[src/rtl/core/vector_rotate_2d_defines.svh]
// ----------------------------------------------------------------------------
// vector_rotate_2d assertion macros
// Shared concurrent checks for the rotator; the user expands them inside a
// module that has clk and rst_n.
// ----------------------------------------------------------------------------
`ifndef VECTOR_ROTATE_2D_DEFINES_SVH
`define VECTOR_ROTATE_2D_DEFINES_SVH

// same-cycle implication
`define VR2D_ASSERT_IMM(lbl, ante, cons) \
  lbl: assert property (@(posedge clk) disable iff (!rst_n) (ante) |-> (cons)) \
    else $error("vector_rotate_2d: check failed");

// implication after a fixed number of cycles
`define VR2D_ASSERT_DLY(lbl, ante, dly, cons) \
  lbl: assert property (@(posedge clk) disable iff (!rst_n) (ante) |-> ##dly (cons)) \
    else $error("vector_rotate_2d: delayed check failed");

`endif

[src/rtl/core/vr2d_pkg.sv]
// ----------------------------------------------------------------------------
// vr2d_pkg
// Widths, angle constants, arctangent table and gain function of the rotator.
// ----------------------------------------------------------------------------
`default_nettype none

package vr2d_pkg;

  localparam int VR2D_ITERATIONS = 24;
  localparam int VR2D_MAX_ITER   = 32;
  localparam int VR2D_IW         = 32;  // port field width
  localparam int VR2D_ZW         = 32;  // angle width inside the chain
  localparam int VR2D_DW         = 50;  // Q.32 datapath, covers gain growth
  localparam int VR2D_GUARD      = 16;
  localparam int VR2D_KW         = 31;  // gain compensation, unsigned Q.30

  localparam logic signed [VR2D_ZW:0] VR2D_ANG_PI      = 33'sd843314857;
  localparam logic signed [VR2D_ZW:0] VR2D_ANG_HALF_PI = 33'sd421657428;
  localparam logic signed [VR2D_ZW:0] VR2D_ANG_TWO_PI  = 33'sd1686629713;

  typedef struct packed {
    logic signed [VR2D_DW-1:0] x;
    logic signed [VR2D_DW-1:0] y;
    logic signed [VR2D_ZW-1:0] z;
  } vr2d_vec_t;

  // round(atan(2^-i) * 2^28)
  function automatic logic [VR2D_ZW-1:0] vr2d_atan(input int i);
    logic [VR2D_ZW-1:0] v;
    case (i)
      0:  v = 32'd210828714;
      1:  v = 32'd124459457;
      2:  v = 32'd65760959;
      3:  v = 32'd33381290;
      4:  v = 32'd16755422;
      5:  v = 32'd8385879;
      6:  v = 32'd4193963;
      7:  v = 32'd2097109;
      8:  v = 32'd1048571;
      9:  v = 32'd524287;
      10: v = 32'd262144;
      11: v = 32'd131072;
      12: v = 32'd65536;
      13: v = 32'd32768;
      14: v = 32'd16384;
      15: v = 32'd8192;
      16: v = 32'd4096;
      17: v = 32'd2048;
      18: v = 32'd1024;
      19: v = 32'd512;
      20: v = 32'd256;
      21: v = 32'd128;
      22: v = 32'd64;
      23: v = 32'd32;
      24: v = 32'd16;
      25: v = 32'd8;
      26: v = 32'd4;
      27: v = 32'd2;
      28: v = 32'd1;
      default: v = '0;
    endcase
    return v;
  endfunction

  // K = floor(2^60 / floor(sqrt(P))), P = prod(1 + 4^-i) in Q.60; elaboration only
  function automatic logic [VR2D_KW-1:0] vr2d_gain_k(input int n);
    logic [63:0] p;
    logic [63:0] v;
    logic [63:0] res;
    logic [63:0] bit_m;
    logic [63:0] rem;
    logic [63:0] q;
    int          nn;
    int          i;
    nn = n;
    if (nn < 1) nn = 1;
    if (nn > VR2D_MAX_ITER) nn = VR2D_MAX_ITER;
    p = 64'd1 << 60;
    for (i = 0; i < VR2D_MAX_ITER; i++) begin
      if (i < nn) p = p + (p >> (2 * i));
    end
    v     = p;
    res   = '0;
    bit_m = 64'd1 << 62;
    for (i = 0; i < 32; i++) begin
      if (bit_m > v) bit_m = bit_m >> 2;
    end
    for (i = 0; i < 32; i++) begin
      if (bit_m != 0) begin
        if (v >= res + bit_m) begin
          v   = v - (res + bit_m);
          res = (res >> 1) + bit_m;
        end else begin
          res = res >> 1;
        end
        bit_m = bit_m >> 2;
      end
    end
    if (res == 0) return VR2D_KW'(64'd1 << 30);
    // restoring division of 2^60 by res
    rem = '0;
    q   = '0;
    for (i = 60; i >= 0; i--) begin
      rem = {rem[62:0], (i == 60)};
      if (rem >= res) begin
        rem  = rem - res;
        q[i] = 1'b1;
      end
    end
    return q[VR2D_KW-1:0];
  endfunction

endpackage

`default_nettype wire

[src/rtl/core/vr2d_cell.sv]
// ----------------------------------------------------------------------------
// vr2d_cell
// One CORDIC micro-rotation with a fixed shift, registered.
// ----------------------------------------------------------------------------
`default_nettype none

module vr2d_cell
  import vr2d_pkg::*;
#(
  parameter int SHIFT = 0
) (
  input  logic      clk,
  input  logic      rst_n,
  input  logic      vld_i,
  input  vr2d_vec_t vec_i,
  output logic      vld_o,
  output vr2d_vec_t vec_o
);

  localparam logic signed [VR2D_ZW-1:0] ATAN_S = vr2d_atan(SHIFT);

  logic signed [VR2D_DW-1:0] xi, yi, dx, dy;
  logic signed [VR2D_ZW-1:0] zi;
  logic                      vld_r;
  vr2d_vec_t                 vec_nxt, vec_r;

  assign xi = vec_i.x;
  assign yi = vec_i.y;
  assign zi = vec_i.z;
  assign dx = yi >>> SHIFT;
  assign dy = xi >>> SHIFT;

  // rotate toward zero residual angle
  always_comb begin
    if (!zi[VR2D_ZW-1]) begin
      vec_nxt.x = xi - dx;
      vec_nxt.y = yi + dy;
      vec_nxt.z = zi - ATAN_S;
    end else begin
      vec_nxt.x = xi + dx;
      vec_nxt.y = yi - dy;
      vec_nxt.z = zi + ATAN_S;
    end
  end

  always_ff @(posedge clk) begin
    if (!rst_n) begin
      vld_r <= 1'b0;
    end else begin
      vld_r <= vld_i;
    end
  end

  always_ff @(posedge clk) begin
    vec_r <= vec_nxt;
  end

  assign vld_o = vld_r;
  assign vec_o = vec_r;

endmodule

`default_nettype wire

[config.mk]
export PLATFORM = sky130hd
export DESIGN_NAME = vr2d_cell
export DESIGN_NICKNAME = d
export VERILOG_FILES = /design/src/rtl/core/vector_rotate_2d_defines.svh /design/src/rtl/core/vr2d_pkg.sv /design/src/rtl/core/vr2d_cell.sv
export SDC_FILE = /design/constraint.sdc
export NUM_CORES = 1
export LEC_CHECK = 0
export ABC_CLOCK_PERIOD_IN_PS = 5000
export BUFFER_PORTS_ARGS = -buffer_cell sky130_fd_sc_hd__buf_2
export CAP_MARGIN = 10
export CORE_AREA = 2 2 125 218
export DETAILED_ROUTE_END_ITERATION = 16
export DIE_AREA = 0 0 127 220
export HOLD_SLACK_MARGIN = 0.03
export PLACE_DENSITY = 0.85
export SYNTH_ARGS = -nofsm -noshare
export SYNTH_HDL_FRONTEND = slang
export SYNTH_SLANG_ARGS = --single-unit
export TNS_END_PERCENT = 30
[constraint.sdc]
create_clock -name clk -period 5 [get_ports clk]
set_input_delay 0.5 -clock clk [delete_from_list [all_inputs] [get_ports clk]]
set_output_delay 0.5 -clock clk [all_outputs]
set_load 0.005 [all_outputs]
Yosys cells after proc, flatten, opt, wreduce, memory -nomap -nowiden --
Cells that the tools add are included.
Word-level totals: register bits 133, output and inout port bits 133
Operators by class: add/sub/neg operators 5, mux-type cells 1
Operator list (count):
- 132-bit two-way mux | 1
- 50-bit subtractor | 2
- 50-bit adder | 1
- 32-bit by 29-bit adder with 32-bit output (second input constant) | 1
- 32-bit by 29-bit subtractor with 32-bit output (second input constant) | 1

Depth between registers and ports, before layout --
depth in word-level cells 2, depth in mapped cells 14

Worst setup path after synthesis --
No wires, ideal clock.
kind input to register, from in vec_i[31] in the netlist's numbering, to reg vec_r (netlist bit vec_o[26]), data required time 4.936 ns, path buffers 2, library setup time 0.064 ns, arrival time 3.709 ns, slack 1.227 ns, stages on the path 14, cell sequence inv_1 > clkbuf_1 > clkbuf_1 > ha_1 > a21o_1 > a21oi_1 > o21ai_0 > a31oi_1 > o211a_1 > o211ai_1 > a21o_1 > a31o_2 > or4_1 > nand4_1
RTL lines:
- from (decl) | RTL line vr2d_cell.sv:15 | input vr2d_vec_t vec_i,
- to (signal assigned) | RTL line vr2d_cell.sv:55 | vec_r <= vec_nxt;
- to (decl) | RTL line vr2d_cell.sv:25 | vr2d_vec_t vec_nxt, vec_r;

==> impl_metrics.env <==
export IMPL_drv_slew=0
export IMPL_max_slew_worst_pin_slew_ns=0.9799
export IMPL_holdWs_ns=0.1487
export IMPL_portBuffers=267
export IMPL_vias_per_cell=6.045
export IMPL_avgRoutedWirePerCell_um=20.30
export IMPL_synth_seq_cells=132
export IMPL_outcome="finished clean"
export IMPL_worstSetupStartpointType="input pin"
export IMPL_hold_viol=0
export IMPL_fmax_mhz=274.7
export IMPL_area_growth_pct=16.15
export IMPL_drtIter0Drc=846
export IMPL_crit_fanout=12
export IMPL_num_nets_final=2236
export IMPL_clkSlewWorstSetupHoldPaths_ns=0.06
export IMPL_holdPathEnd="vec_o[0]"
export IMPL_root_buffer="clkbuf_16"
export IMPL_htree_levels=4
export IMPL_synth_seq_area_share_pct=20.48
export IMPL_core_area_um2=26290
export IMPL_ys_types=86
export IMPL_grt_pass1_wl_mm=69.31
export IMPL_critPathCaptureType="flop"
export IMPL_ctsHoldBuffers=0
export IMPL_netlist_top_cell_by_area="dfxtp_1"
export IMPL_grtUsageTotal_pct=31.92
export IMPL_design_die_area_um2=27940
export IMPL_cap_violations=0
export IMPL_synth_avg_cell_area_um2=7.590
export IMPL_synth_area_leaders="dfxtp_1 (20%), ha_1 (17%), a21oi_1 (8.3%), xnor2_1 (6.7%), inv_1 (4.8%)"
export IMPL_start_util_pct=49.08
export IMPL_critical_path_class="in -> reg"
export IMPL_drc_errors=0
export IMPL_min_path_cells=1
export IMPL_hp_start="vec_i[0]"
export IMPL_cts_resized_gates=0
export IMPL_netlist_area_um2=12900
export IMPL_synth_top_area_share_pct=20.48
export IMPL_synth_edf_count=0
export IMPL_holdCritPathClass="in -> reg"
export IMPL_p_per_area_nw_per_um2=292.7
export IMPL_clkSinkCount=132
export IMPL_finalCritPeriodShare_pct=72.80
export IMPL_max_slew_margin_pct=34.07
export IMPL_fp_dieH_um=220
export IMPL_post_cts_buffers=0
export IMPL_grt_ovfl_total=0
export IMPL_final_setup_viol_count=0
export IMPL_grt_pass1_vias=13640
export IMPL_worstPathRequired_ns=5.37
export IMPL_ir_drop_uv=268.3
export IMPL_cts_path_max_buffers=2
export IMPL_synthFlopType="dfxtp_1"
export IMPL_drive_gt1_share_pct=18.31
export IMPL_arrival_ns=4.01
export IMPL_tns_ns=0
export IMPL_syn_num_nets=2015
export IMPL_rows=79
export IMPL_hpwl_mm=36.68
export IMPL_die_w_um=127
export IMPL_antenna_found_initial=7
export IMPL_gp_congestion=1.093
export IMPL_async_reset_ff_share_pct=0
export IMPL_rsz0062_at_grt="false"
export IMPL_synthCells=1700
export IMPL_fin_crit_ns=3.640
export IMPL_post_synth_top_count_cell="a21oi_1"
export IMPL_wl_mm=45.95
export IMPL_ant_nets=0
export IMPL_ys_warnings_count=0
export IMPL_grt_max_degree=84
export IMPL_dr_pass1_iters=6
export IMPL_cts_tree="yes"
export IMPL_ys_top_cells_by_count="a21oi_1 (214), ha_1 (176), inv_1 (166)"
export IMPL_ios=268
export IMPL_numCtsBuffers=17
export IMPL_leakage_nw=7.170
export IMPL_vias=13690
## report_power, final
part / internal [mW] / switching [mW] / total, mW
Clock: 0.703 / 0.516 / 1.22
Combinational: 0.716 / 1.07 / 1.79
Sequential: 1.30 / 0.0771 / 1.38
## sequential cells by signal, indices dropped and copies added, names as in the netlist
name / count
vec_o: 131
vld_o: 1
## how the worst max path moves through the flow
stage                   start    endpoint  slack (ns)  depth (start not counted)
floorplan           vec_i[31]   vec_o[26]        1.23                         14
global placement    vec_i[53]   vec_o[81]        0.90                         13
detailed placement  vec_i[53]   vec_o[81]         1.0                         13
CTS                 vec_i[57]  vec_o[122]        1.43                         13
global route        vec_i[53]   vec_o[81]        1.10                         13
finish              vec_i[57]  vec_o[122]        1.36                         13
## worst max-delay path, stage by stage
cell     delay [ns]
buf_2          0.12
inv_1          0.05
ha_1           0.55
inv_2          0.16
nor3_1         0.45
or4b_1         0.51
nor2_1         0.21
nand4_1        0.15
and3_1         0.22
a21o_1         0.19
o21ai_1        0.40
mux2i_1        0.22
xnor2_1        0.27
## metrics by stage
step                      utilization (%)  cell area (um^2)  power [mW]  instances  worst slack (ns)
after detailed placement            54.80             14410       3.138       2226            0.9961
after CTS                           56.94             14970       4.369       2257             1.433
after global placement              54.80             14410       3.117       2226            0.8952
final                               57.00             14990       4.386       2264             1.360
after floorplan                         -             12900       2.462       1700             1.227
after global routing                57.00             14990       4.590       2263             1.102
## routing by layer
layer  global-route usage (%)  up-vias  wire, um
li1                         -     6445         -
met1                    28.17     6247     14780
met2                    60.18      732     23830
met3                    5.050      263      2830
met4                    30.22        0      4519
met5                        0        -         0
## placed cells by master, fill, tap and decap left out, types with 7 or more instances in the layout
| cell type | count |
|---|---|
| o21a_1 | 17 |
| clkbuf_16 | 17 |
| dfxtp_1 | 132 |
| a211oi_1 | 17 |
| nand2_1 | 96 |
| inv_1 | 165 |
| nand3_1 | 20 |
| o21ai_1 | 7 |
| a221oi_1 | 9 |
| a31oi_1 | 11 |
| nor4_1 | 20 |
| o21bai_1 | 35 |
| nor2b_1 | 15 |
| nor2_1 | 140 |
| o31ai_1 | 20 |
| o211ai_1 | 15 |
| and3_1 | 7 |
| ha_1 | 176 |
| nor3_1 | 30 |
| buf_4 | 11 |
| buf_2 | 266 |
| nand2b_1 | 18 |
| xor2_1 | 20 |
| xnor2_1 | 98 |
| diode_2 | 7 |
| nand4_1 | 31 |
| a21oi_1 | 214 |
| and2_1 | 8 |
| a21o_1 | 44 |
| mux2i_1 | 24 |
| or3_1 | 8 |
| o21ai_0 | 115 |
## cell type report
cell class                 count  area, um^2
multi-input combinational   1322        9305
inverter                     171       641.9
sequential                   132        2643
clock buffer                  19       452.9
fill                        2451       11300
tap                          324       405.4
antenna                        7       17.52
clock inverter                12       108.9
timing repair buffer         277        1414
## kinds of logic (layout without fill, tap and decap cells)
group	Yosys count	count (layout)	synth area share, %
xor gates and xnor gates	118	118	8.009
buffers and inverters	246	479	7.408
adders and majority gates	180	180	17.69
AOI/OAI and AO/OA	586	586	29.30
DFF	132	132	20.48
other	0	7	0
muxes	25	25	1.949
and+or+nand+nor	413	413	15.17
Note: power is estimated with default switching activity, not from simulation.
