===== config.mk =====
export PLATFORM = sky130hd
export DESIGN_NAME = vr2d_prep
export DESIGN_NICKNAME = d
export VERILOG_FILES = /design/src/rtl/core/vr2d_pkg.sv /design/src/rtl/core/vr2d_prep.sv
export VERILOG_INCLUDE_DIRS = /design/src /design/src/rtl/core
export SDC_FILE = /design/constraint.sdc
export NUM_CORES = 2
export LEC_CHECK = 0
export BUFFER_PORTS_ARGS = -buffer_cell sky130_fd_sc_hd__buf_2
export CAP_MARGIN = 0
export CORE_MARGIN = 10
export CORE_UTILIZATION = 43
export DETAILED_ROUTE_END_ITERATION = 7
export PLACE_DENSITY_LB_ADDON = 0.25
export SKIP_CTS_REPAIR_TIMING = 1
export SLEW_MARGIN = 25
export SYNTH_ARGS = -nofsm -noshare
export SYNTH_HDL_FRONTEND = slang
export SYNTH_SLANG_ARGS = --single-unit

===== constraint.sdc =====
create_clock -name clk -period 7 [get_ports clk]
set_input_delay 0.35 -clock clk [delete_from_list [all_inputs] [get_ports clk]]
set_output_delay 0.35 -clock clk [all_outputs]
set_load 0.02 [all_outputs]

===== src/rtl/core/vector_rotate_2d_defines.svh =====
// ----------------------------------------------------------------------------
// vector_rotate_2d assertion macros
// Shared concurrent checks for the rotator; the user expands them inside a
// module that has clk and rst_n.
// ----------------------------------------------------------------------------
`ifndef VECTOR_ROTATE_2D_DEFINES_SVH
`define VECTOR_ROTATE_2D_DEFINES_SVH

// same-cycle implication
`define VR2D_ASSERT_IMM(lbl, ante, cons) \
  lbl: assert property (@(posedge clk) disable iff (!rst_n) (ante) |-> (cons)) \
    else $error("vector_rotate_2d: check failed");

// implication after a fixed number of cycles
`define VR2D_ASSERT_DLY(lbl, ante, dly, cons) \
  lbl: assert property (@(posedge clk) disable iff (!rst_n) (ante) |-> ##dly (cons)) \
    else $error("vector_rotate_2d: delayed check failed");

`endif


===== src/rtl/core/vr2d_pkg.sv =====
// ----------------------------------------------------------------------------
// vr2d_pkg
// Widths, angle constants, arctangent table and gain function of the rotator.
// ----------------------------------------------------------------------------
`default_nettype none

package vr2d_pkg;

  localparam int VR2D_ITERATIONS = 24;
  localparam int VR2D_MAX_ITER   = 32;
  localparam int VR2D_IW         = 32;  // port field width
  localparam int VR2D_ZW         = 32;  // angle width inside the chain
  localparam int VR2D_DW         = 50;  // Q.32 datapath, covers gain growth
  localparam int VR2D_GUARD      = 16;
  localparam int VR2D_KW         = 31;  // gain compensation, unsigned Q.30

  localparam logic signed [VR2D_ZW:0] VR2D_ANG_PI      = 33'sd843314857;
  localparam logic signed [VR2D_ZW:0] VR2D_ANG_HALF_PI = 33'sd421657428;
  localparam logic signed [VR2D_ZW:0] VR2D_ANG_TWO_PI  = 33'sd1686629713;

  typedef struct packed {
    logic signed [VR2D_DW-1:0] x;
    logic signed [VR2D_DW-1:0] y;
    logic signed [VR2D_ZW-1:0] z;
  } vr2d_vec_t;

  // round(atan(2^-i) * 2^28)
  function automatic logic [VR2D_ZW-1:0] vr2d_atan(input int i);
    logic [VR2D_ZW-1:0] v;
    case (i)
      0:  v = 32'd210828714;
      1:  v = 32'd124459457;
      2:  v = 32'd65760959;
      3:  v = 32'd33381290;
      4:  v = 32'd16755422;
      5:  v = 32'd8385879;
      6:  v = 32'd4193963;
      7:  v = 32'd2097109;
      8:  v = 32'd1048571;
      9:  v = 32'd524287;
      10: v = 32'd262144;
      11: v = 32'd131072;
      12: v = 32'd65536;
      13: v = 32'd32768;
      14: v = 32'd16384;
      15: v = 32'd8192;
      16: v = 32'd4096;
      17: v = 32'd2048;
      18: v = 32'd1024;
      19: v = 32'd512;
      20: v = 32'd256;
      21: v = 32'd128;
      22: v = 32'd64;
      23: v = 32'd32;
      24: v = 32'd16;
      25: v = 32'd8;
      26: v = 32'd4;
      27: v = 32'd2;
      28: v = 32'd1;
      default: v = '0;
    endcase
    return v;
  endfunction

  // K = floor(2^60 / floor(sqrt(P))), P = prod(1 + 4^-i) in Q.60; elaboration only
  function automatic logic [VR2D_KW-1:0] vr2d_gain_k(input int n);
    logic [63:0] p;
    logic [63:0] v;
    logic [63:0] res;
    logic [63:0] bit_m;
    logic [63:0] rem;
    logic [63:0] q;
    int          nn;
    int          i;
    nn = n;
    if (nn < 1) nn = 1;
    if (nn > VR2D_MAX_ITER) nn = VR2D_MAX_ITER;
    p = 64'd1 << 60;
    for (i = 0; i < VR2D_MAX_ITER; i++) begin
      if (i < nn) p = p + (p >> (2 * i));
    end
    v     = p;
    res   = '0;
    bit_m = 64'd1 << 62;
    for (i = 0; i < 32; i++) begin
      if (bit_m > v) bit_m = bit_m >> 2;
    end
    for (i = 0; i < 32; i++) begin
      if (bit_m != 0) begin
        if (v >= res + bit_m) begin
          v   = v - (res + bit_m);
          res = (res >> 1) + bit_m;
        end else begin
          res = res >> 1;
        end
        bit_m = bit_m >> 2;
      end
    end
    if (res == 0) return VR2D_KW'(64'd1 << 30);
    // restoring division of 2^60 by res
    rem = '0;
    q   = '0;
    for (i = 60; i >= 0; i--) begin
      rem = {rem[62:0], (i == 60)};
      if (rem >= res) begin
        rem  = rem - res;
        q[i] = 1'b1;
      end
    end
    return q[VR2D_KW-1:0];
  endfunction

endpackage

`default_nettype wire


===== src/rtl/core/vr2d_prep.sv =====
// ----------------------------------------------------------------------------
// vr2d_prep
// Angle reduction, quadrant fold and gain pre-scale, four register stages.
// ----------------------------------------------------------------------------
`default_nettype none
`include "vector_rotate_2d_defines.svh"

module vr2d_prep
  import vr2d_pkg::*;
#(
  parameter int ITERATIONS = VR2D_ITERATIONS
) (
  input  logic                      clk,
  input  logic                      rst_n,
  input  logic                      vld_i,
  input  logic signed [VR2D_IW-1:0] x_i,
  input  logic signed [VR2D_IW-1:0] y_i,
  input  logic signed [VR2D_IW-1:0] ang_i,
  output logic                      vld_o,
  output vr2d_vec_t                 vec_o
);

  localparam int PW  = (VR2D_IW + 1) + (VR2D_KW + 1);
  localparam int SCL = 30 - VR2D_GUARD;
  localparam logic signed [VR2D_KW:0] K_S   = {1'b0, vr2d_gain_k(ITERATIONS)};
  localparam logic signed [PW-1:0]    RND_S = PW'(64'sd1 << (SCL - 1));

  logic [3:0] vld_r;

  // stage A: reduce
  logic signed [VR2D_ZW:0]   ang_ext;
  logic signed [VR2D_ZW:0]   za_nxt;
  logic signed [VR2D_IW-1:0] xa_r, ya_r;
  logic signed [VR2D_ZW-1:0] za_r;

  // stage B: fold
  logic signed [VR2D_ZW:0]   za_ext;
  logic signed [VR2D_IW:0]   xa_ext, ya_ext;
  logic signed [VR2D_IW:0]   xb_nxt, yb_nxt;
  logic signed [VR2D_ZW:0]   zb_nxt;
  logic signed [VR2D_IW:0]   xb_r, yb_r;
  logic signed [VR2D_ZW-1:0] zb_r;

  // stage C: multiply
  logic signed [PW-1:0]      pxc_nxt, pyc_nxt;
  logic signed [PW-1:0]      pxc_r, pyc_r;
  logic signed [VR2D_ZW-1:0] zc_r;

  // stage D: round to Q.32
  logic signed [PW-1:0]      xs_full, ys_full;
  vr2d_vec_t                 vec_r;

  assign ang_ext = {ang_i[VR2D_IW-1], ang_i};

  always_comb begin
    if (ang_ext > VR2D_ANG_PI) begin
      za_nxt = ang_ext - VR2D_ANG_TWO_PI;
    end else if (ang_ext < -VR2D_ANG_PI) begin
      za_nxt = ang_ext + VR2D_ANG_TWO_PI;
    end else begin
      za_nxt = ang_ext;
    end
  end

  assign za_ext = {za_r[VR2D_ZW-1], za_r};
  assign xa_ext = {xa_r[VR2D_IW-1], xa_r};
  assign ya_ext = {ya_r[VR2D_IW-1], ya_r};

  always_comb begin
    if (za_ext > VR2D_ANG_HALF_PI) begin
      xb_nxt = -ya_ext;
      yb_nxt = xa_ext;
      zb_nxt = za_ext - VR2D_ANG_HALF_PI;
    end else if (za_ext < -VR2D_ANG_HALF_PI) begin
      xb_nxt = ya_ext;
      yb_nxt = -xa_ext;
      zb_nxt = za_ext + VR2D_ANG_HALF_PI;
    end else begin
      xb_nxt = xa_ext;
      yb_nxt = ya_ext;
      zb_nxt = za_ext;
    end
  end

  assign pxc_nxt = xb_r * K_S;
  assign pyc_nxt = yb_r * K_S;

  assign xs_full = (pxc_r + RND_S) >>> SCL;
  assign ys_full = (pyc_r + RND_S) >>> SCL;

  always_ff @(posedge clk) begin
    if (!rst_n) begin
      vld_r <= '0;
    end else begin
      vld_r <= {vld_r[2:0], vld_i};
    end
  end

  always_ff @(posedge clk) begin
    xa_r    <= x_i;
    ya_r    <= y_i;
    za_r    <= za_nxt[VR2D_ZW-1:0];
    xb_r    <= xb_nxt;
    yb_r    <= yb_nxt;
    zb_r    <= zb_nxt[VR2D_ZW-1:0];
    pxc_r   <= pxc_nxt;
    pyc_r   <= pyc_nxt;
    zc_r    <= zb_r;
    vec_r.x <= xs_full[VR2D_DW-1:0];
    vec_r.y <= ys_full[VR2D_DW-1:0];
    vec_r.z <= zc_r;
  end

  assign vld_o = vld_r[3];
  assign vec_o = vec_r;

  // folded angle stays inside the CORDIC range; an angle of exactly pi
  // folds to one step past half pi
  `VR2D_ASSERT_IMM(a_fold_range, vld_r[1],
    (zb_r <= VR2D_ANG_PI - VR2D_ANG_HALF_PI) && (zb_r >= VR2D_ANG_HALF_PI - VR2D_ANG_PI))

endmodule

`default_nettype wire


== Word level (Yosys, flattened, before mapping) ==
Cells that the tools add are included.
Storage, ports and cells
  bits in registers: 488
  input bits: 99
Cells by class
  mux-type cells: 8
  multipliers: 2
  order comparisons: 4
  $add $sub $neg: 8
Operators with widths (number)
  2-to-1 mux 33 bit: 4
  adder 64 x 15 -> 64 bit, second input constant: 2
  2-to-1 mux 32 bit: 4
  multiplier 33 x 30 -> 63 bit, second input constant: 2
  negator 32 -> 33 bit: 2
  adder 32 x 30 -> 32 bit, second input constant: 1
  adder 32 bit, second input constant: 1
  > comparator 32 x 30 -> 1 bit, second input constant: 1
  > comparator 32 x 31 -> 1 bit, second input constant: 1
  less-than comparator 32 x 30 -> 1 bit, second input constant: 1
  less-than comparator 32 x 31 -> 1 bit, second input constant: 1
  subtractor 32 x 30 -> 32 bit, second input constant: 1
  subtractor 32 bit, second input constant: 1

== Longest topological paths before layout ==
  depth after elaboration: 3
  depth in mapped cells: 30
  gate-level depth less buffers: 29

== Worst setup path before layout ==
No wires, ideal clock.
  path type: register to register
  start point: reg xb_r[32]
  end point: reg pxc_r[62]
  path buffers: 0
  period minus slack after synthesis: 7691 ps
  cell stages (with the launch flop): 26
  required time: 6873 ps
  arrival: 7564 ps
  setup slack: -691 ps
  cells stage by stage: dfxtp_1 -> ha_1 -> inv_1 -> fa_1 -> inv_1 -> fa_1 -> fa_1 -> inv_1 -> fa_1 -> fa_1 -> fa_1 -> inv_1 -> fa_1 -> inv_1 -> ha_1 -> a21oi_1 -> o21ai_0 -> or3_1 -> a21o_1 -> a31oi_1 -> nand2_1 -> a211oi_1 -> o21ai_1 -> a21oi_1 -> o21ai_0 -> xor2_1
On the way
  cells in the longest elaborated chain, start to end: 1
Ends and longest elaborated chain
  start: declaration: line vr2d_prep.sv:41  | logic signed [VR2D_IW:0] xb_r, yb_r;
  start signal: assignment: line vr2d_prep.sv:103  | xb_r <= xb_nxt;
  multiplier 33 x 30 -> 63 bit: line vr2d_prep.sv:85  | assign pxc_nxt = xb_r * K_S;
  via pxc_nxt[62]: line vr2d_prep.sv:45  | logic signed [PW-1:0] pxc_nxt, pyc_nxt;
  end signal: assignment: line vr2d_prep.sv:106  | pxc_r <= pxc_nxt;
  end: declaration: line vr2d_prep.sv:46  | logic signed [PW-1:0] pxc_r, pyc_r;
The timed path passes the listed nets, and every way through them passes these cells.
A chain may end at the register's enable or synchronous reset.

== Worst setup path in the final report ==
  start point: reg yb_r[14]
  end point: reg pyc_r[62]
On the way
  cells in the longest elaborated chain, start to end: 1
Ends and longest elaborated chain
  start: declaration: line vr2d_prep.sv:41
  start signal: assignment: line vr2d_prep.sv:104  | yb_r <= yb_nxt;
  multiplier 33 x 30 -> 63 bit: line vr2d_prep.sv:86  | assign pyc_nxt = yb_r * K_S;
  via pyc_nxt[62]: line vr2d_prep.sv:45
  end signal: assignment: line vr2d_prep.sv:107  | pyc_r <= pyc_nxt;
  end: declaration: line vr2d_prep.sv:46
The timed path passes the listed nets, and every way through them passes these cells.

==> impl_results.rst <==
.. list-table::
   :header-rows: 1

   * - Metric
     - Value
   * - Maximum number of buffers from clock root to sink
     - 3
   * - Worst Setup End Kind
     - flop
   * - Register-to-Register Path Depth
     - 30
   * - Overall global routing resource usage
     - between 20% and 30%
   * - Launch instance of the worst min-delay path
     - ang_i[12]
   * - Global-route wire length before repair
     - 262 mm
   * - Antenna violations before repair
     - 14
   * - Endpoint required time on the critical path
     - 7.55 ns
   * - I/O pins
     - roughly 230
   * - Number of warnings reported in the yosys synthesis log
     - 0
   * - Total die area
     - around 0.14 sq mm
   * - Remaining Overflow, GRT
     - 0
   * - Total of flip-flops plus latches after synthesis
     - approximately 460
   * - RR Startpoint
     - yb_r[14]$_DFF_P_
   * - Launching element type of the critical path
     - flop
   * - Final cell area excluding filler cells
     - ~0.069 sq mm
   * - Min Clock Period, post-route
     - around 7 ns
   * - Pin slew with the least headroom to its limit
     - around 0.98 ns
   * - Ratio of final minimum period to clock period
     - between 90% and 100%
   * - Buffers added on ports
     - around 230
   * - Flip-flop and latch area
     - 0.00945 sq mm
   * - Post-DR vias/cell
     - ~5
   * - Result of the run
     - finished, final reports clean
   * - Multi-input logic area
     - 0.0422 sq mm
   * - Placer congestion estimate
     - a little under 1
   * - Half-perimeter wire length after detailed placement
     - ~150 mm
   * - Post-Synthesis Cell Area
     - between 0.05 and 0.06 sq mm
   * - Layout-stage area growth over the synthesis result
     - 28.0%
   * - RSZ-0062 raised after global routing
     - yes
   * - Setup violation total in the final timing report
     - 0
   * - Seq/Total Area, Yosys
     - 17.2%
   * - Number of nets with antenna violations after detailed routing
     - 0
   * - End of the worst register-to-register path
     - pyc_r[62]$_DFF_P_
   * - Post-layout net count
     - about 8.4k
   * - Dominant synthesized flop cell
     - sky130_fd_sc_hd__dfxtp_1
   * - TritonCTS clock tree
     - built
   * - Remaining max-slew budget at the tightest pin
     - about a third
   * - Worst hold path class
     - in -> reg
   * - CTS H-Tree Depth
     - 2
   * - Placed inst area
     - approximately 0.063 sq mm
   * - Count of pins over their slew limit
     - 0
   * - Worst setup path category
     - reg -> reg
   * - Source-to-sink clock delay at the later pin of the worst-skew pair
     - between 0.6 and 0.7 ns
   * - Number of synthesized flops with an enable pin
     - 0
   * - Post-synth cell types
     - slightly above 80
   * - Max Cap Viol
     - 0
   * - Top cell by count, worst path
     - sky130_fd_sc_hd__fa_1
   * - Arrival time at the worst endpoint
     - around 7.6 ns
   * - Drt wl/cell
     - between 20 and 25 um
   * - Number of DRC markers after the initial detailed-route iteration
     - around 2.6k
   * - Final hold slack
     - 0.00621 ns
   * - Standard cell core area
     - 0.125 sq mm
   * - Worst Hold Path Cells
     - 2
   * - Die boundary height
     - around 370 um
   * - Drt drc
     - 0
   * - Delay of the slowest critical-path stage
     - 0.56 ns
   * - Top library cells by usage in the layout, fill and taps aside
     - sky130_fd_sc_hd__inv_1, sky130_fd_sc_hd__buf_4, sky130_fd_sc_hd__fa_1
   * - Critical path fanouts, max
     - 3
   * - Clk Tree Root Cell
     - sky130_fd_sc_hd__clkbuf_16
   * - Number of detailed-route iterations in the first pass
     - 6
   * - Register-to-register setup slack
     - about 0.0037 ns
   * - Post-layout utilization of the core
     - 55.3%
   * - Commonest non-fill, non-tap cell in the layout
     - sky130_fd_sc_hd__inv_1
   * - Worst clock skew
     - just over 0.04 ns
   * - Highest Clock Rate
     - roughly 0.14 GHz
   * - Horizontal die dimension
     - 375 um
   * - Final count of hold timing violations
     - 0
   * - Clock input transition at the sequential cells of the worst setup and hold paths
     - about 0.060 ns
   * - Endpoint of the worst hold path
     - za_r[12]$_DFF_P_
   * - Maximum number of pins on one net before global-route repair
     - 79
   * - Final-layout fill cell count
     - roughly 11k
   * - Routed wire length
     - 175 mm
   * - Vias in the first global route
     - around 43k
   * - TritonCTS Sinks
     - around 460
   * - Core Rows
     - 130
   * - Vias after detailed routing
     - between 40k and 50k
   * - Layout cell share with drive strength beyond 1
     - around a quarter
   * - Initial core utilization
     - a little over two fifths
   * - Post-Syn Instances
     - 5483
   * - CTS Buf Count
     - 54
   * - Fraction of synthesis flops using an asynchronous set or reset pin
     - 0%
   * - Mean instance size in the synthesized netlist
     - approximately 10 sq um
   * - Critical Path Slowest Stage Cell
     - sky130_fd_sc_hd__fa_1
   * - Net Count, Synth
     - just over 7k
==> how the worst max path moves through the flow <==
stage | from | endpoint | cells past startpoint
global placement | yb_r[13]$_DFF_P_ | pyc_r[60]$_DFF_P_ | 27
CTS | yb_r[13]$_DFF_P_ | pyc_r[63]$_DFF_P_ | 27
detailed placement | yb_r[13]$_DFF_P_ | pyc_r[63]$_DFF_P_ | 27
finish | yb_r[14]$_DFF_P_ | pyc_r[62]$_DFF_P_ | 30
floorplan | xb_r[31]$_DFF_P_ | pxc_r[62]$_DFF_P_ | 26
global route | xb_r[19]$_DFF_P_ | pxc_r[61]$_DFF_P_ | 27
==> cells by family (layout without fill, tap and decap cells) <==
family / Yosys count / count (layout) / synth area share, %
xor gates and xnor gates: 447 / 447 / 7.24
muxes: 2 / 2 / 0.0370
AOI/OAI and AO/OA: 772 / 772 / 9.00
other: 0 / 6 / 0
and+or+nand+nor: 724 / 724 / 6.61
adders and majority gates: 1639 / 1639 / 50.0
buffers and inverters: 1435 / 2611 / 9.99
DFF: 464 / 464 / 17.2
==> worst max-delay path, delay by kind of cell (launching register included) <==
kind | cells | cell delay [ns]
adders and majority gates | 9 | 3.48
AOI/OAI and AO/OA | 8 | 1.51
buffers and inverters | 9 | 0.81
and+or+nand+nor | 2 | 0.42
DFF | 1 | 0.37
xor gates and xnor gates | 2 | 0.28
==> metrics by stage <==
| stage | worst slack (ns) | setup TNS, ns | std cells |
|---|---|---|---|
| floorplan | 0.0109 | 0 | 5483 |
| global placement | -0.516 | -13.05 | 8071 |
| detailed placement | -0.520 | -13.85 | 8071 |
| CTS | -0.558 | -16.02 | 8168 |
| global route | -0.241 | -2.76 | 8310 |
| finish | 0.00368 | 0 | 8315 |
==> metal layers <==
layer  track usage [%]  share of wire, %  up-vias
met5                 0             0.030        -
met4              5.99               2.9        8
met3              4.13               5.8      216
met2              39.8                46     1073
met1              33.9                45    20400
li1                  -                 -    19500
==> Yosys cell counts (all sizes together), types with 12 or more instances <==
| master | instances | share of area, % |
|---|---|---|
| o21a | 25 | 0.35 |
| a31oi | 33 | 0.38 |
| nand2 | 203 | 1.4 |
| o31ai | 17 | 0.25 |
| and2 | 25 | 0.29 |
| ha | 772 | 18 |
| xor2 | 227 | 3.7 |
| nor2 | 162 | 1.1 |
| nor4 | 16 | 0.19 |
| a211oi | 12 | 0.17 |
| nor3 | 51 | 0.48 |
| a21oi | 256 | 2.4 |
| clkbuf | 95 | 0.66 |
| nand2b | 14 | 0.16 |
| o22ai | 25 | 0.29 |
| o21bai | 20 | 0.28 |
| a21o | 110 | 1.5 |
| a22oi | 16 | 0.22 |
| or3 | 38 | 0.48 |
| nand3 | 64 | 0.59 |
| inv | 1334 | 9.3 |
| xnor2 | 220 | 3.6 |
| fa | 867 | 32 |
| or2 | 16 | 0.19 |
| nand4 | 43 | 0.50 |
| dfxtp | 464 | 17 |
| o21ai | 152 | 1.4 |
| and3 | 35 | 0.40 |
| o211a | 12 | 0.22 |
| nor2b | 29 | 0.34 |
==> final cells by class <==
type                            instances  area share (%)
Multi-Input combinational cell       3584            61.0
Sequential cell                       464            13.6
Timing Repair Buffer                 1180            12.5
Inverter                             1334            7.24
Tap cell                             1650            2.98
Clock buffer                           71            2.22
Clock inverter                         26           0.425
Antenna cell                            6          0.0217
==> registers in the layout, indices dropped and copies added, names as in the netlist <==
register	cells
pxc_r	51
pyc_r	51
vec_o	132
vld_r	4
xa_r	32
xb_r	33
ya_r	32
yb_r	33
za_r	32
zb_r	32
zc_r	32
Power is left out: the tool's default activity adds up to more than one toggle a clock period on the data nets, which glitch-free logic cannot reach.
