===== src/rtl/core/vector_rotate_2d_defines.svh =====
// ----------------------------------------------------------------------------
// vector_rotate_2d assertion macros
// Shared concurrent checks for the rotator; the user expands them inside a
// module that has clk and rst_n.
// ----------------------------------------------------------------------------
`ifndef VECTOR_ROTATE_2D_DEFINES_SVH
`define VECTOR_ROTATE_2D_DEFINES_SVH

// same-cycle implication
`define VR2D_ASSERT_IMM(lbl, ante, cons) \
  lbl: assert property (@(posedge clk) disable iff (!rst_n) (ante) |-> (cons)) \
    else $error("vector_rotate_2d: check failed");

// implication after a fixed number of cycles
`define VR2D_ASSERT_DLY(lbl, ante, dly, cons) \
  lbl: assert property (@(posedge clk) disable iff (!rst_n) (ante) |-> ##dly (cons)) \
    else $error("vector_rotate_2d: delayed check failed");

`endif


===== src/rtl/core/vr2d_pkg.sv =====
// ----------------------------------------------------------------------------
// vr2d_pkg
// Widths, angle constants, arctangent table and gain function of the rotator.
// ----------------------------------------------------------------------------
`default_nettype none

package vr2d_pkg;

  localparam int VR2D_ITERATIONS = 24;
  localparam int VR2D_MAX_ITER   = 32;
  localparam int VR2D_IW         = 32;  // port field width
  localparam int VR2D_ZW         = 32;  // angle width inside the chain
  localparam int VR2D_DW         = 50;  // Q.32 datapath, covers gain growth
  localparam int VR2D_GUARD      = 16;
  localparam int VR2D_KW         = 31;  // gain compensation, unsigned Q.30

  localparam logic signed [VR2D_ZW:0] VR2D_ANG_PI      = 33'sd843314857;
  localparam logic signed [VR2D_ZW:0] VR2D_ANG_HALF_PI = 33'sd421657428;
  localparam logic signed [VR2D_ZW:0] VR2D_ANG_TWO_PI  = 33'sd1686629713;

  typedef struct packed {
    logic signed [VR2D_DW-1:0] x;
    logic signed [VR2D_DW-1:0] y;
    logic signed [VR2D_ZW-1:0] z;
  } vr2d_vec_t;

  // round(atan(2^-i) * 2^28)
  function automatic logic [VR2D_ZW-1:0] vr2d_atan(input int i);
    logic [VR2D_ZW-1:0] v;
    case (i)
      0:  v = 32'd210828714;
      1:  v = 32'd124459457;
      2:  v = 32'd65760959;
      3:  v = 32'd33381290;
      4:  v = 32'd16755422;
      5:  v = 32'd8385879;
      6:  v = 32'd4193963;
      7:  v = 32'd2097109;
      8:  v = 32'd1048571;
      9:  v = 32'd524287;
      10: v = 32'd262144;
      11: v = 32'd131072;
      12: v = 32'd65536;
      13: v = 32'd32768;
      14: v = 32'd16384;
      15: v = 32'd8192;
      16: v = 32'd4096;
      17: v = 32'd2048;
      18: v = 32'd1024;
      19: v = 32'd512;
      20: v = 32'd256;
      21: v = 32'd128;
      22: v = 32'd64;
      23: v = 32'd32;
      24: v = 32'd16;
      25: v = 32'd8;
      26: v = 32'd4;
      27: v = 32'd2;
      28: v = 32'd1;
      default: v = '0;
    endcase
    return v;
  endfunction

  // K = floor(2^60 / floor(sqrt(P))), P = prod(1 + 4^-i) in Q.60; elaboration only
  function automatic logic [VR2D_KW-1:0] vr2d_gain_k(input int n);
    logic [63:0] p;
    logic [63:0] v;
    logic [63:0] res;
    logic [63:0] bit_m;
    logic [63:0] rem;
    logic [63:0] q;
    int          nn;
    int          i;
    nn = n;
    if (nn < 1) nn = 1;
    if (nn > VR2D_MAX_ITER) nn = VR2D_MAX_ITER;
    p = 64'd1 << 60;
    for (i = 0; i < VR2D_MAX_ITER; i++) begin
      if (i < nn) p = p + (p >> (2 * i));
    end
    v     = p;
    res   = '0;
    bit_m = 64'd1 << 62;
    for (i = 0; i < 32; i++) begin
      if (bit_m > v) bit_m = bit_m >> 2;
    end
    for (i = 0; i < 32; i++) begin
      if (bit_m != 0) begin
        if (v >= res + bit_m) begin
          v   = v - (res + bit_m);
          res = (res >> 1) + bit_m;
        end else begin
          res = res >> 1;
        end
        bit_m = bit_m >> 2;
      end
    end
    if (res == 0) return VR2D_KW'(64'd1 << 30);
    // restoring division of 2^60 by res
    rem = '0;
    q   = '0;
    for (i = 60; i >= 0; i--) begin
      rem = {rem[62:0], (i == 60)};
      if (rem >= res) begin
        rem  = rem - res;
        q[i] = 1'b1;
      end
    end
    return q[VR2D_KW-1:0];
  endfunction

endpackage

`default_nettype wire


===== src/rtl/core/vr2d_finish.sv =====
// ----------------------------------------------------------------------------
// vr2d_finish
// Round Q.32 back to Q15.16, saturate to 32 bits and register the result.
// ----------------------------------------------------------------------------
`default_nettype none

module vr2d_finish
  import vr2d_pkg::*;
(
  input  logic                      clk,
  input  logic                      rst_n,
  input  logic                      vld_i,
  input  vr2d_vec_t                 vec_i,
  output logic                      vld_o,
  output logic signed [VR2D_IW-1:0] x_o,
  output logic signed [VR2D_IW-1:0] y_o
);

  localparam logic signed [VR2D_DW-1:0] RND_S  = VR2D_DW'(64'sd1 << (VR2D_GUARD - 1));
  localparam logic signed [VR2D_DW-1:0] SAT_HI = VR2D_DW'(64'sd2147483647);
  localparam logic signed [VR2D_DW-1:0] SAT_LO = VR2D_DW'(-64'sd2147483648);

  function automatic logic signed [VR2D_IW-1:0] round_sat(
    input logic signed [VR2D_DW-1:0] v
  );
    logic signed [VR2D_DW-1:0] r;
    r = (v + RND_S) >>> VR2D_GUARD;
    if (r > SAT_HI) r = SAT_HI;
    if (r < SAT_LO) r = SAT_LO;
    return r[VR2D_IW-1:0];
  endfunction

  logic                      vld_r;
  logic signed [VR2D_IW-1:0] x_r, y_r;

  always_ff @(posedge clk) begin
    if (!rst_n) begin
      vld_r <= 1'b0;
    end else begin
      vld_r <= vld_i;
    end
  end

  always_ff @(posedge clk) begin
    x_r <= round_sat(vec_i.x);
    y_r <= round_sat(vec_i.y);
  end

  assign vld_o = vld_r;
  assign x_o   = x_r;
  assign y_o   = y_r;

endmodule

`default_nettype wire


===== config.mk =====
export PLATFORM = sky130hd
export DESIGN_NAME = vr2d_finish
export DESIGN_NICKNAME = d
export VERILOG_FILES = /design/src/rtl/core/vector_rotate_2d_defines.svh /design/src/rtl/core/vr2d_pkg.sv /design/src/rtl/core/vr2d_finish.sv
export SDC_FILE = /design/constraint.sdc
export NUM_CORES = 1
export LEC_CHECK = 0
export BUFFER_PORTS_ARGS = -buffer_cell sky130_fd_sc_hd__buf_2
export CAP_MARGIN = 10
export CORE_MARGIN = 4
export CORE_UTILIZATION = 27
export DETAILED_ROUTE_END_ITERATION = 8
export HOLD_SLACK_MARGIN = 0.02
export PLACE_DENSITY = 0.64
export SLEW_MARGIN = 20
export SYNTH_ARGS = -nofsm -noshare
export SYNTH_HDL_FRONTEND = slang
export SYNTH_SLANG_ARGS = --single-unit
export TNS_END_PERCENT = 20

===== constraint.sdc =====
create_clock -name clk -period 1.87 [get_ports clk]
set_input_delay 0.0935 -clock clk [delete_from_list [all_inputs] [get_ports clk]]
set_output_delay 0.0935 -clock clk [all_outputs]
set_load 0.1 [all_outputs]

; ---- Yosys cells after proc, flatten, opt, wreduce, memory -nomap -nowiden
; Cells that the tools add are included.
[word_totals]
register_bits = 65
input_bits = 135
out_inout_bits = 65
wordCells = 11
[op_classes]
add_sub_neg = 2
n_lt_le_gt_ge = 4
n_mux = 2
[ops]
columns = operator, count
row1 = $add 50x17->50 const B, 2
row2 = $lt 50x32->1 const B, 2
row3 = $mux 50, 2
row4 = $gt 34x32->1 const B, 2

; ---- Longest topological paths before layout
; Gate-level depths: netlist (run 1).
[logic_depth]
word_depth = 4
depth_mapped = 8
depth_no_buf = 7

; ---- Worst setup path after synthesis (run 1)
; OpenSTA, ideal clock, no wires.
[synth_path]
path_kind = input -> register
startpoint = input port vec_i[97] (netlist name)
endpoint = register x_r[25], in the netlist x_o[25]
setup_time_ns = 0.125
arrival_ns = 1.804
required_time_ns = 1.745
slack_ns = -0.059
cell_stages = 8
n_path_buf = 1
cell_sequence = ha_1 > and4_1 > nor3b_2 > nand3_1 > xnor2_2 > o21ai_2 > buf_2 > o21ai_1
[synth_between]
elab_chain_len = 4
[synth_lines]
columns = element, line_no
row1 = "start, declared", vr2d_finish.sv:13  ; input vr2d_vec_t vec_i,
row2 = $add 50x17->50 *, vr2d_finish.sv:27  ; r = (v + RND_S) >>> VR2D_GUARD;
row3 = $gt 34x32->1, vr2d_finish.sv:28  ; if (r > SAT_HI) r = SAT_HI;
row4 = $mux 50 *, vr2d_finish.sv:28
row5 = $lt 50x32->1, vr2d_finish.sv:29  ; if (r < SAT_LO) r = SAT_LO;
row6 = "end signal, assigned", vr2d_finish.sv:45  ; x_r <= round_sat(vec_i.x);
row7 = "end, declared", vr2d_finish.sv:34  ; logic signed [VR2D_IW-1:0] x_r, y_r;
; Every way passes the cells marked *; elsewhere a longest branch is shown, timed or not.
; A chain may end at the register's enable or synchronous reset.

; ---- Worst setup path in the final report (run 1)
[layout_path]
startpoint = input port vec_i[47] (netlist name)
endpoint = register y_r[9], in the netlist y_o[9]
[layout_between]
elab_chain_len = 4
[layout_lines]
columns = element, line_no
row1 = $add 50x17->50 *, vr2d_finish.sv:27
row2 = $gt 34x32->1, vr2d_finish.sv:28
row3 = $mux 50 *, vr2d_finish.sv:28
row4 = $lt 50x32->1, vr2d_finish.sv:29
row5 = "end signal, assigned", vr2d_finish.sv:46  ; y_r <= round_sat(vec_i.y);
row6 = "end, declared", vr2d_finish.sv:34
; Marks and branches as above.

==> results.yml, run 1 <==
die:
  dieArea_sq_um: 13900
  core-area_sq_um: 11600
  die_w_um: 118
  die_h_um: 118
  num_io_pins: 200
  rows: 39
  initial_core_util: 0.280
critical_path:
  critPathSlowestCell: "a221o_1"
  crit_fanout: 15
  path_cells: "buf_2, ha_1, and3_1, nor4_1, nand4_1, xor2_1, a221o_1, buf_4, a21oi_1"
  cpPeakStageDelay_ps: 420
  crit_start: "vec_i[47]"
  cp.required_ps: 2120
  path_buf_inv: 2
  crit_path_start_kind: "input port"
  endpoint_kind: "flip-flop"
  crit_type: "input port to flip-flop"
  worstPathArrival_ps: 1960
  cp_top_family: "simple AND/OR/NAND/NOR gates"
layout:
  final_cell_mix: "137 x buf_2, 65 x dfxtp_1, 47 x buf_4"
  drive_gt1_frac: 0.405
  nets: 692
  areaGrowthSynthToFinish_pct: 47.0
  n_fill_cell: 1166
  fin_util: 0.412
  antenna_cells: 0
  mostFrequentLayoutCell: "buf_2"
synth:
  yosysSeqAreaShare: 0.400
  synthXorXnorAreaFrac: 0.180
  synth_edf_count: 0
  synth_top_family_by_area: "simple AND/OR/NAND/NOR gates"
  yosys.area_share.simple: 0.231
  yosysUniqueCellTypes: 44
  synth_top_flop_cell: "dfxtp_1"
  synth_nets: 504
  muxShareOfSynthArea: 0
  synthAdderAreaFrac: 0.00768
  synthesis.area_sq_um: 3260
  ys_seq_elements: 65
  syn_inst: 367
  synth_warnings: 0
  ys_async_sr_fraction: 0
  synth_compound_area_frac: 0.142
  syn_area_per_cell_sq_um: 8.87
routing:
  vias: 3412
  wire_per_inst_um: 14.7
  routed_wl_um: 10300
  first_pass_iters: 4
  drt_iter0_drc: 112
  avgViaCountPerCell: 4.85
  drc: 0
  ant_nets: 0
cts:
  postCtsSetupRepairBufs: 0
  hold_buffers: 2
  cts_root_buffer: "clkbuf_16"
  cts_tree: "yes"
  htree_levels: 3
  clock-sinks: 65
  cts_buffer_depth: 2
  clkSlewWorstSetupHoldPaths_ps: 50
  cts_resized: 0
  cts_buffers: 9
hold_path:
  hold_path.class: "input port to flip-flop"
  hold_start: "vec_i[127]"
  hold_end: "x_o[29]$_SDFF_PP0_"
  worstHoldPathCells: 3
grt:
  track_usage: 0.152
  grt_pass1_wl_um: 17000
  overflow: 0
  grt_max_degree: 24
  antenna_found_initial: 0
  grt_pass1_vias: 3476
timing:
  hold_viol_final: 0
  fmax_mhz: 584
  slew_viol_final: 0
  worst_pin_slew_ps: 511
  setup_viol: 0
  relSlewSlack: 0.662
  timing.final.crit_share: 0.915
  min_period_ps: 1710
  rsz0062_at_grt: "no"
  worst_slack_ps: 158
power_and_ir_drop:
  p_leak_nw: 2.09
  pwr_density_cell_nw_per_um2: 1020
  irDropWorstVdd_uv: 610
  p_total_mw: 4.87
placed_design:
  dpl.hpwl_um: 8260
  place_congestion: 0.896
  port_buffers: 137
  place_ws_ps: -145
job:
  drv_cap: 0
status:
  status: "finished clean"
[cells by family after synthesis]
kind of cell	after synthesis
fa+ha+maj	2
buf+inv	24
flops	65
xor+xnor	64
compound gates	75
simple gates	137
[where the power goes]
| group | internal, mW | switching [mW] |
|---|---|---|
| sequential | 1.51 | 0.0301 |
| clock | 1.16 | 0.619 |
| combinational | 0.311 | 1.24 |
[worst max-delay path by stage]
stage,endpoint,slack [ps],depth (start not counted)
2_1_floorplan,x_o[25]$_SDFF_PP0_,4,8
3_5_place_dp,y_o[6]$_SDFF_PP0_,-150,9
3_3_place_gp,y_o[17]$_SDFF_PP0_,-130,9
5_1_grt,y_o[9]$_SDFF_PP0_,10,9
4_1_cts,y_o[9]$_SDFF_PP0_,170,9
6_report,y_o[9]$_SDFF_PP0_,160,9
[per-stage QoR]
| stage | hold slack (ps) | cell area [sq um] | cells | setup TNS [ps] |
|---|---|---|---|---|
| 5_1_grt | 74.9 | 4790 | 703 | 0 |
| 4_1_cts | 51.3 | 4790 | 703 | 0 |
| 3_5_place_dp | 299 | 4460 | 685 | -3300 |
| 6_report | 60.6 | 4790 | 703 | 0 |
| 2_1_floorplan | 215 | 3260 | 367 | 0 |
| 3_3_place_gp | 297 | 4460 | 685 | -3070 |
[worst min-delay path: stages]
cell	delay [ps]
buf_2	100
xor2_1	60
o21ai_1	100
[synthesized netlist by cell type, types with 2 or more instances]
master / n / share of area
a21oi_1: 42 / 0.065
nor2_1: 19 / 0.022
xnor2_1: 30 / 0.081
nor4_1: 6 / 0.012
and4_1: 4 / 0.011
xor2_1: 32 / 0.086
nand4_1: 20 / 0.038
o21ai_1: 5 / 0.0077
buf_2: 5 / 0.0077
a21oi_2: 2 / 0.0054
buf_6: 4 / 0.014
ha_1: 2 / 0.0077
inv_1: 12 / 0.014
nor3_1: 11 / 0.017
and2_1: 2 / 0.0038
nand2_1: 27 / 0.031
and3_1: 6 / 0.012
nand3_1: 29 / 0.045
o21ai_0: 8 / 0.012
dfxtp_1: 65 / 0.40
o21ai_2: 12 / 0.032
or3_1: 2 / 0.0038
[routing by layer]
metal	global-route usage	vias up	wire length [um]	share of wire
met4	0.0593	0	205	0.020
li1	-	1684	-	-
met1	0.168	1569	4260	0.41
met2	0.257	142	4950	0.48
met3	0.0678	17	914	0.088
met5	0	-	0	0
[layout make-up]
cell class                 count  area (sq um)  area share
timing repair buffer         189          1120       0.234
clock buffer                  10           229      0.0478
clock inverter                 6          82.6      0.0173
multi-input combinational    278          1830       0.383
tap                          143           179      0.0374
inverter                      12          45.0     0.00941
sequential                    65          1300       0.272
[flip-flops by register name, indices dropped and copies added (netlist names)]
register and cells:
vld_o 1, x_o 32, y_o 32
Note: power is estimated with default switching activity, not from simulation.
==> run 2, diff against run 1 <==
--- a/config.mk
+++ b/config.mk
@@ -5,13 +5,14 @@
 export SDC_FILE = /design/constraint.sdc
 export NUM_CORES = 1
 export LEC_CHECK = 0
+export ABC_AREA = 1
 export BUFFER_PORTS_ARGS = -buffer_cell sky130_fd_sc_hd__buf_2
 export CAP_MARGIN = 10
 export CORE_MARGIN = 4
 export CORE_UTILIZATION = 27
 export DETAILED_ROUTE_END_ITERATION = 8
 export HOLD_SLACK_MARGIN = 0.02
-export PLACE_DENSITY = 0.64
+export PLACE_DENSITY = 0.62
 export SLEW_MARGIN = 20
 export SYNTH_ARGS = -nofsm -noshare
 export SYNTH_HDL_FRONTEND = slang
==> run 2 against run 1 <==
Against the previous run: synthesized cell count increased by 36%; first-iteration DRC count is 59% higher; critical path type unchanged; non-clock buffer count down 35; global-route usage fell by 0.90 points; combinational power about the same.
==> results.yml, run 2 <==
status:
  status: "finished clean"
synth:
  syn_inst: 500
  synthesis.area_sq_um: 3650
  yosysSeqAreaShare: 0.356
  synth_commonest_cells: "133 x nand2_1, 82 x nor2_1, 65 x dfxtp_1"
  yosysUniqueCellTypes: 30
  synth_warnings: 0
  synth_edf_count: 0
  yosysMostFrequentCell: "nand2_1"
  syn_area_per_cell_sq_um: 7.30
  synth_top_cell_area_share: 0.356
  synth_nets: 637
  synth_top_flop_cell: "dfxtp_1"
  ys_async_sr_fraction: 0
  synth_top_area_cell: "dfxtp_1"
  ys_seq_elements: 65
  yosys-top-cells-area: "dfxtp_1 36%, nand2_1 14%, nor2_1 8.4%"
grt:
  grt.met2_usage: 0.219
  grt.busiest_layer: "met2"
  antenna_found_initial: 0
  grtUsageMet3: 0.0373
  grt_pass1_vias: 3497
  use_met1: 0.188
  grt_pass1_wl_um: 17700
  grt_max_degree: 32
  overflow: 0
  track_usage: 0.143
die:
  initial_core_util: 0.276
  core-area_sq_um: 13200
  rows: 42
  die_h_um: 124
  die_w_um: 124
  dieArea_sq_um: 15500
  num_io_pins: 200
cts:
  clkSlewWorstSetupHoldPaths_ps: 50
  cts_buffers: 9
  htree_levels: 3
  hold_buffers: 2
  clock-sinks: 65
  cts_buffer_depth: 2
  cts_resized: 0
  cts_root_buffer: "clkbuf_16"
  postCtsSetupRepairBufs: 0
  cts_tree: "yes"
critical_path:
  crit_fanout: 31
  endpoint_kind: "flip-flop"
  cp.required_ps: 2060
  crit_type: "input port to flip-flop"
  critPathSlowestCell: "nand2_4"
  cpPeakStageDelay_ps: 280
  path_cells: "buf_2, ha_1, inv_2, nor2_4, nand2_2, nor2_4, nand2_1, nand2_1, nand2_2, inv_2, nand2_2, nand2_4, a21oi_1"
  worstPathArrival_ps: 1630
  crit_path_frequent_cell: "nand2_2"
  crit_path_start_kind: "input port"
hold_path:
  worstHoldPathCells: 3
  hold_path.class: "input port to flip-flop"
  hold_start: "vec_i[120]"
  hold_end: "x_o[22]$_SDFF_PP0_"
timing:
  worst_hold_slack_ps: 90.0
  fmax_mhz: 697
  timing.final.crit_share: 0.767
  hold_viol_final: 0
  setup_viol: 0
  worst_pin_slew_ps: 534
  slew_viol_final: 0
  tns_ps: 0
  rsz0062_at_grt: "no"
  relSlewSlack: 0.647
  min_period_ps: 1430
power_and_ir_drop:
  pwr_density_cell_nw_per_um2: 964
  p_leak_nw: 2.09
  irDropWorstVdd_uv: 404
  p_total_mw: 4.74
layout:
  antenna_cells: 0
  final_cell_mix: "137 x buf_2, 133 x nand2_1, 82 x nor2_1"
  nets: 790
  mostFrequentLayoutCell: "buf_2"
  drive_gt1_frac: 0.324
  areaGrowthSynthToFinish_pct: 34.6
  n_fill_cell: 1425
routing:
  routed_wl_um: 11000
  wire_per_inst_um: 13.2
  drc: 0
  ant_nets: 0
  first_pass_iters: 4
  avgViaCountPerCell: 4.31
  vias: 3589
  drt_iter0_drc: 178
placed_design:
  place_congestion: 0.942
  port_buffers: 137
  dpl.hpwl_um: 9300
job:
  drv_cap: 0
[run 2: changes by cell type after synthesis, sizes merged, moves of 7 or more]
cell and delta:
nand4 -16, a21oi +19, inv +12, nand2 +115
nor2 +75, xor2 -7, nand3 -10, o21ai -23
[run 2: how the worst max path moves through the flow]
| stage | start | endpoint | slack [ps] | depth (start not counted) |
|---|---|---|---|---|
| floorplan | vec_i[47] | y_o[8]$_SDFF_PP0_ | 370 | 11 |
| global placement | vec_i[97] | x_o[30]$_SDFF_PP0_ | 110 | 13 |
| detailed placement | vec_i[97] | x_o[30]$_SDFF_PP0_ | 90 | 13 |
| CTS | vec_i[97] | x_o[30]$_SDFF_PP0_ | 450 | 13 |
| global route | vec_i[115] | x_o[19]$_SDFF_PP0_ | 260 | 11 |
| finish | vec_i[97] | x_o[19]$_SDFF_PP0_ | 440 | 13 |
[run 2: area by class of cell]
type,count,area [sq um],area share
multi-input combinational,399,2150,0.438
sequential,65,1300,0.265
clock inverter,3,40.0,0.00814
timing repair buffer,154,856,0.174
inverter,24,90.1,0.0183
tap,176,220,0.0448
clock buffer,12,256,0.0522
[run 2: cell families (layout without fill, tap and decap cells)]
kind of cell / Yosys count / in the layout / share of synthesized area
compound gates: 66 / 66 / 0.115
buf+inv: 36 / 193 / 0.0541
xor+xnor: 56 / 56 / 0.134
fa+ha+maj: 2 / 2 / 0.00685
simple gates: 275 / 275 / 0.333
flops: 65 / 65 / 0.356
[run 2: metal layers]
layer / vias to the layer above / share of wire / wire length, um
li1: 1910 / - / -
met1: 1581 / 0.47 / 5170
met2: 80 / 0.45 / 4950
met3: 18 / 0.052 / 568
met4: 0 / 0.025 / 276
met5: - / 0 / 0
[run 2: critical path, delay by kind of cell]
family	cells	cell delay, ps
compound gates	1	140
fa+ha+maj	1	190
simple gates	8	950
buf+inv	3	240
[run 2: report_power, final]
part           internal [mW]  leakage, nW  switching (mW)  total [mW]
combinational          0.286         1.39            1.25        1.53
sequential              1.51        0.548          0.0276        1.54
clock                   1.09        0.148           0.580        1.67
total                   2.89         2.09            1.85        4.74
[run 2: per-stage QoR]
step,util,cell area [sq um],std cells,setup slack (ps)
2_1_floorplan,-,3650,500,366
3_3_place_gp,0.347,4600,816,115
3_5_place_dp,0.347,4600,816,91.4
4_1_cts,0.371,4920,833,451
5_1_grt,0.371,4920,833,260
6_report,0.371,4920,833,435
==> run 3, diff against run 2 <==
--- a/config.mk
+++ b/config.mk
@@ -12,7 +12,7 @@
 export CORE_UTILIZATION = 27
 export DETAILED_ROUTE_END_ITERATION = 8
 export HOLD_SLACK_MARGIN = 0.02
-export PLACE_DENSITY = 0.62
+export PLACE_DENSITY = 0.6
 export SLEW_MARGIN = 20
 export SYNTH_ARGS = -nofsm -noshare
 export SYNTH_HDL_FRONTEND = slang
==> constraint.sdc (replaced) <==
create_clock -name clk -period 1.4 [get_ports clk]
set_input_delay 0.07 -clock clk [delete_from_list [all_inputs] [get_ports clk]]
set_output_delay 0.07 -clock clk [all_outputs]
set_load 0.1 [all_outputs]
==> run 3 against run 2 <==
Against the previous run: design area up 23%; hold slack got worse by 24 ps; via count grew 16%; critical path type unchanged; largest power group unchanged; critical path depth shrank 2; global-route usage increased by 1.5 points; core utilization up 8.7 points; flip-flop and latch count is the same; sequential power grew 34%; combinational power grew 50%; setup slack worse by 330 ps; clock power rose by 46%.
==> results.yml, run 3 (synthesis results as in run 2) <==
routing:
  wire_per_inst_um: 12.6
  drc: 0
  first_pass_iters: 4
  ant_nets: 0
  routed_wl_um: 12300
  drt_iter0_drc: 210
  avgViaCountPerCell: 4.26
  vias: 4162
layout:
  n_fill_cell: 1346
  nets: 934
  final_cell_mix: "153 x buf_4, 137 x buf_2, 133 x nand2_1"
  antenna_cells: 0
  fin_util: 0.458
  mostFrequentLayoutCell: "buf_4"
  areaGrowthSynthToFinish_pct: 66.1
  final_cell_area_sq_um: 6070
  drive_gt1_frac: 0.445
grt:
  antenna_found_initial: 0
  grt_pass1_vias: 3960
  grt_max_degree: 22
  grt_pass1_wl_um: 19400
  overflow: 0
  track_usage: 0.158
cts:
  cts_buffers: 9
  cts_root_buffer: "clkbuf_16"
  cts_resized: 0
  cts_tree: "yes"
  cts_buffer_depth: 2
  postCtsSetupRepairBufs: 0
  htree_levels: 3
  clkSlewWorstSetupHoldPaths_ps: 50
  clock-sinks: 65
die:
  num_io_pins: 200
  dieArea_sq_um: 15500
  rows: 42
  die_h_um: 124
  die_w_um: 124
  initial_core_util: 0.276
  core-area_sq_um: 13200
placed_design:
  place_congestion: 0.872
  dpl.hpwl_um: 10400
  port_buffers: 137
  place_area_sq_um: 5720
critical_path:
  crit_end: "x_o[22]$_SDFF_PP0_"
  cp.depth: 11
  endpoint_kind: "flip-flop"
  crit_path_start_kind: "input port"
  crit_path_frequent_cell: "nand2_1"
  path_cells: "buf_2, nand2_1, nor2_1, nand2_1, nor2_1, nand3_1, nand2_1, nand2_1, a21oi_2, buf_4, a21oi_1"
  crit_type: "input port to flip-flop"
  critPathSlowestCell: "nor2_1"
  path_buf_inv: 2
  crit_start: "vec_i[117]"
  worstPathArrival_ps: 1520
  crit_fanout: 10
  cpPeakStageDelay_ps: 240
  cp_top_family: "simple AND/OR/NAND/NOR gates"
  cp.required_ps: 1620
power_and_ir_drop:
  irDropWorstVdd_uv: 727
  p_leak_nw: 2.80
  pwr_density_cell_nw_per_um2: 1120
job:
  drv_cap: 0
timing:
  tns_ps: 0
  slew_viol_final: 0
  worst_pin_slew_ps: 509
  rsz0062_at_grt: "no"
  hold_viol_final: 0
  setup_viol: 0
  min_period_ps: 1300
  relSlewSlack: 0.663
  timing.final.crit_share: 0.926
  fmax_mhz: 771
hold_path:
  hold_path.class: "input port to flip-flop"
status:
  status: "finished clean"
==> run 3: worst min-delay path by stage <==
stage	cells after the start	end	startpoint
final	4	x_o[0]$_SDFF_PP0_	vec_i[98]
after global routing	3	y_o[4]$_SDFF_PP0_	vec_i[52]
after CTS	4	x_o[0]$_SDFF_PP0_	vec_i[98]
after detailed placement	3	vld_o$_SDFF_PN0_	vld_i
after global placement	3	vld_o$_SDFF_PN0_	vld_i
after floorplan	2	vld_o$_SDFF_PN0_	vld_i
==> run 3: per-layer routing <==
layer	GRT usage	vias up	wire length, um
li1	-	2197	-
met2	0.254	100	5660
met1	0.208	1848	5860
met4	0.0677	0	256
met5	0	-	0
met3	0.0279	17	538
==> run 3: what timing repair did <==
| item | in CTS | in global routing |
|---|---|---|
| hold buffers | 2 | 0 |
| endpoints found under the hold margin | 1 | 0 |
| endpoints found under the setup margin | 0 | 0 |
==> run 3: worst min-delay path: stages <==
cell	delay, ps
buf_2	90
ha_1	120
nand2_1	50
nand2_1	40
==> run 3: power by group <==
group          switching [mW]  internal, mW
combinational            1.71         0.578
sequential             0.0457          2.02
clock                   0.779          1.66
==> run 3: metrics by stage <==
step	instances	hold slack (ps)	power [mW]	setup slack, ps
after floorplan	500	163	3.71	-14.6
after global placement	960	253	4.38	-160
after detailed placement	960	261	4.39	-217
after CTS	978	49.9	6.87	135
after global routing	978	89.8	7.07	24.5
final	978	66.2	6.79	103
==> run 3: cell type report <==
class	count	area, sq um	area share
multi-input combinational	399	2160	0.355
timing repair buffer	298	1970	0.325
sequential	65	1300	0.215
clock buffer	14	264	0.0435
tap	176	220	0.0363
inverter	24	90.1	0.0149
clock inverter	2	60.1	0.00990
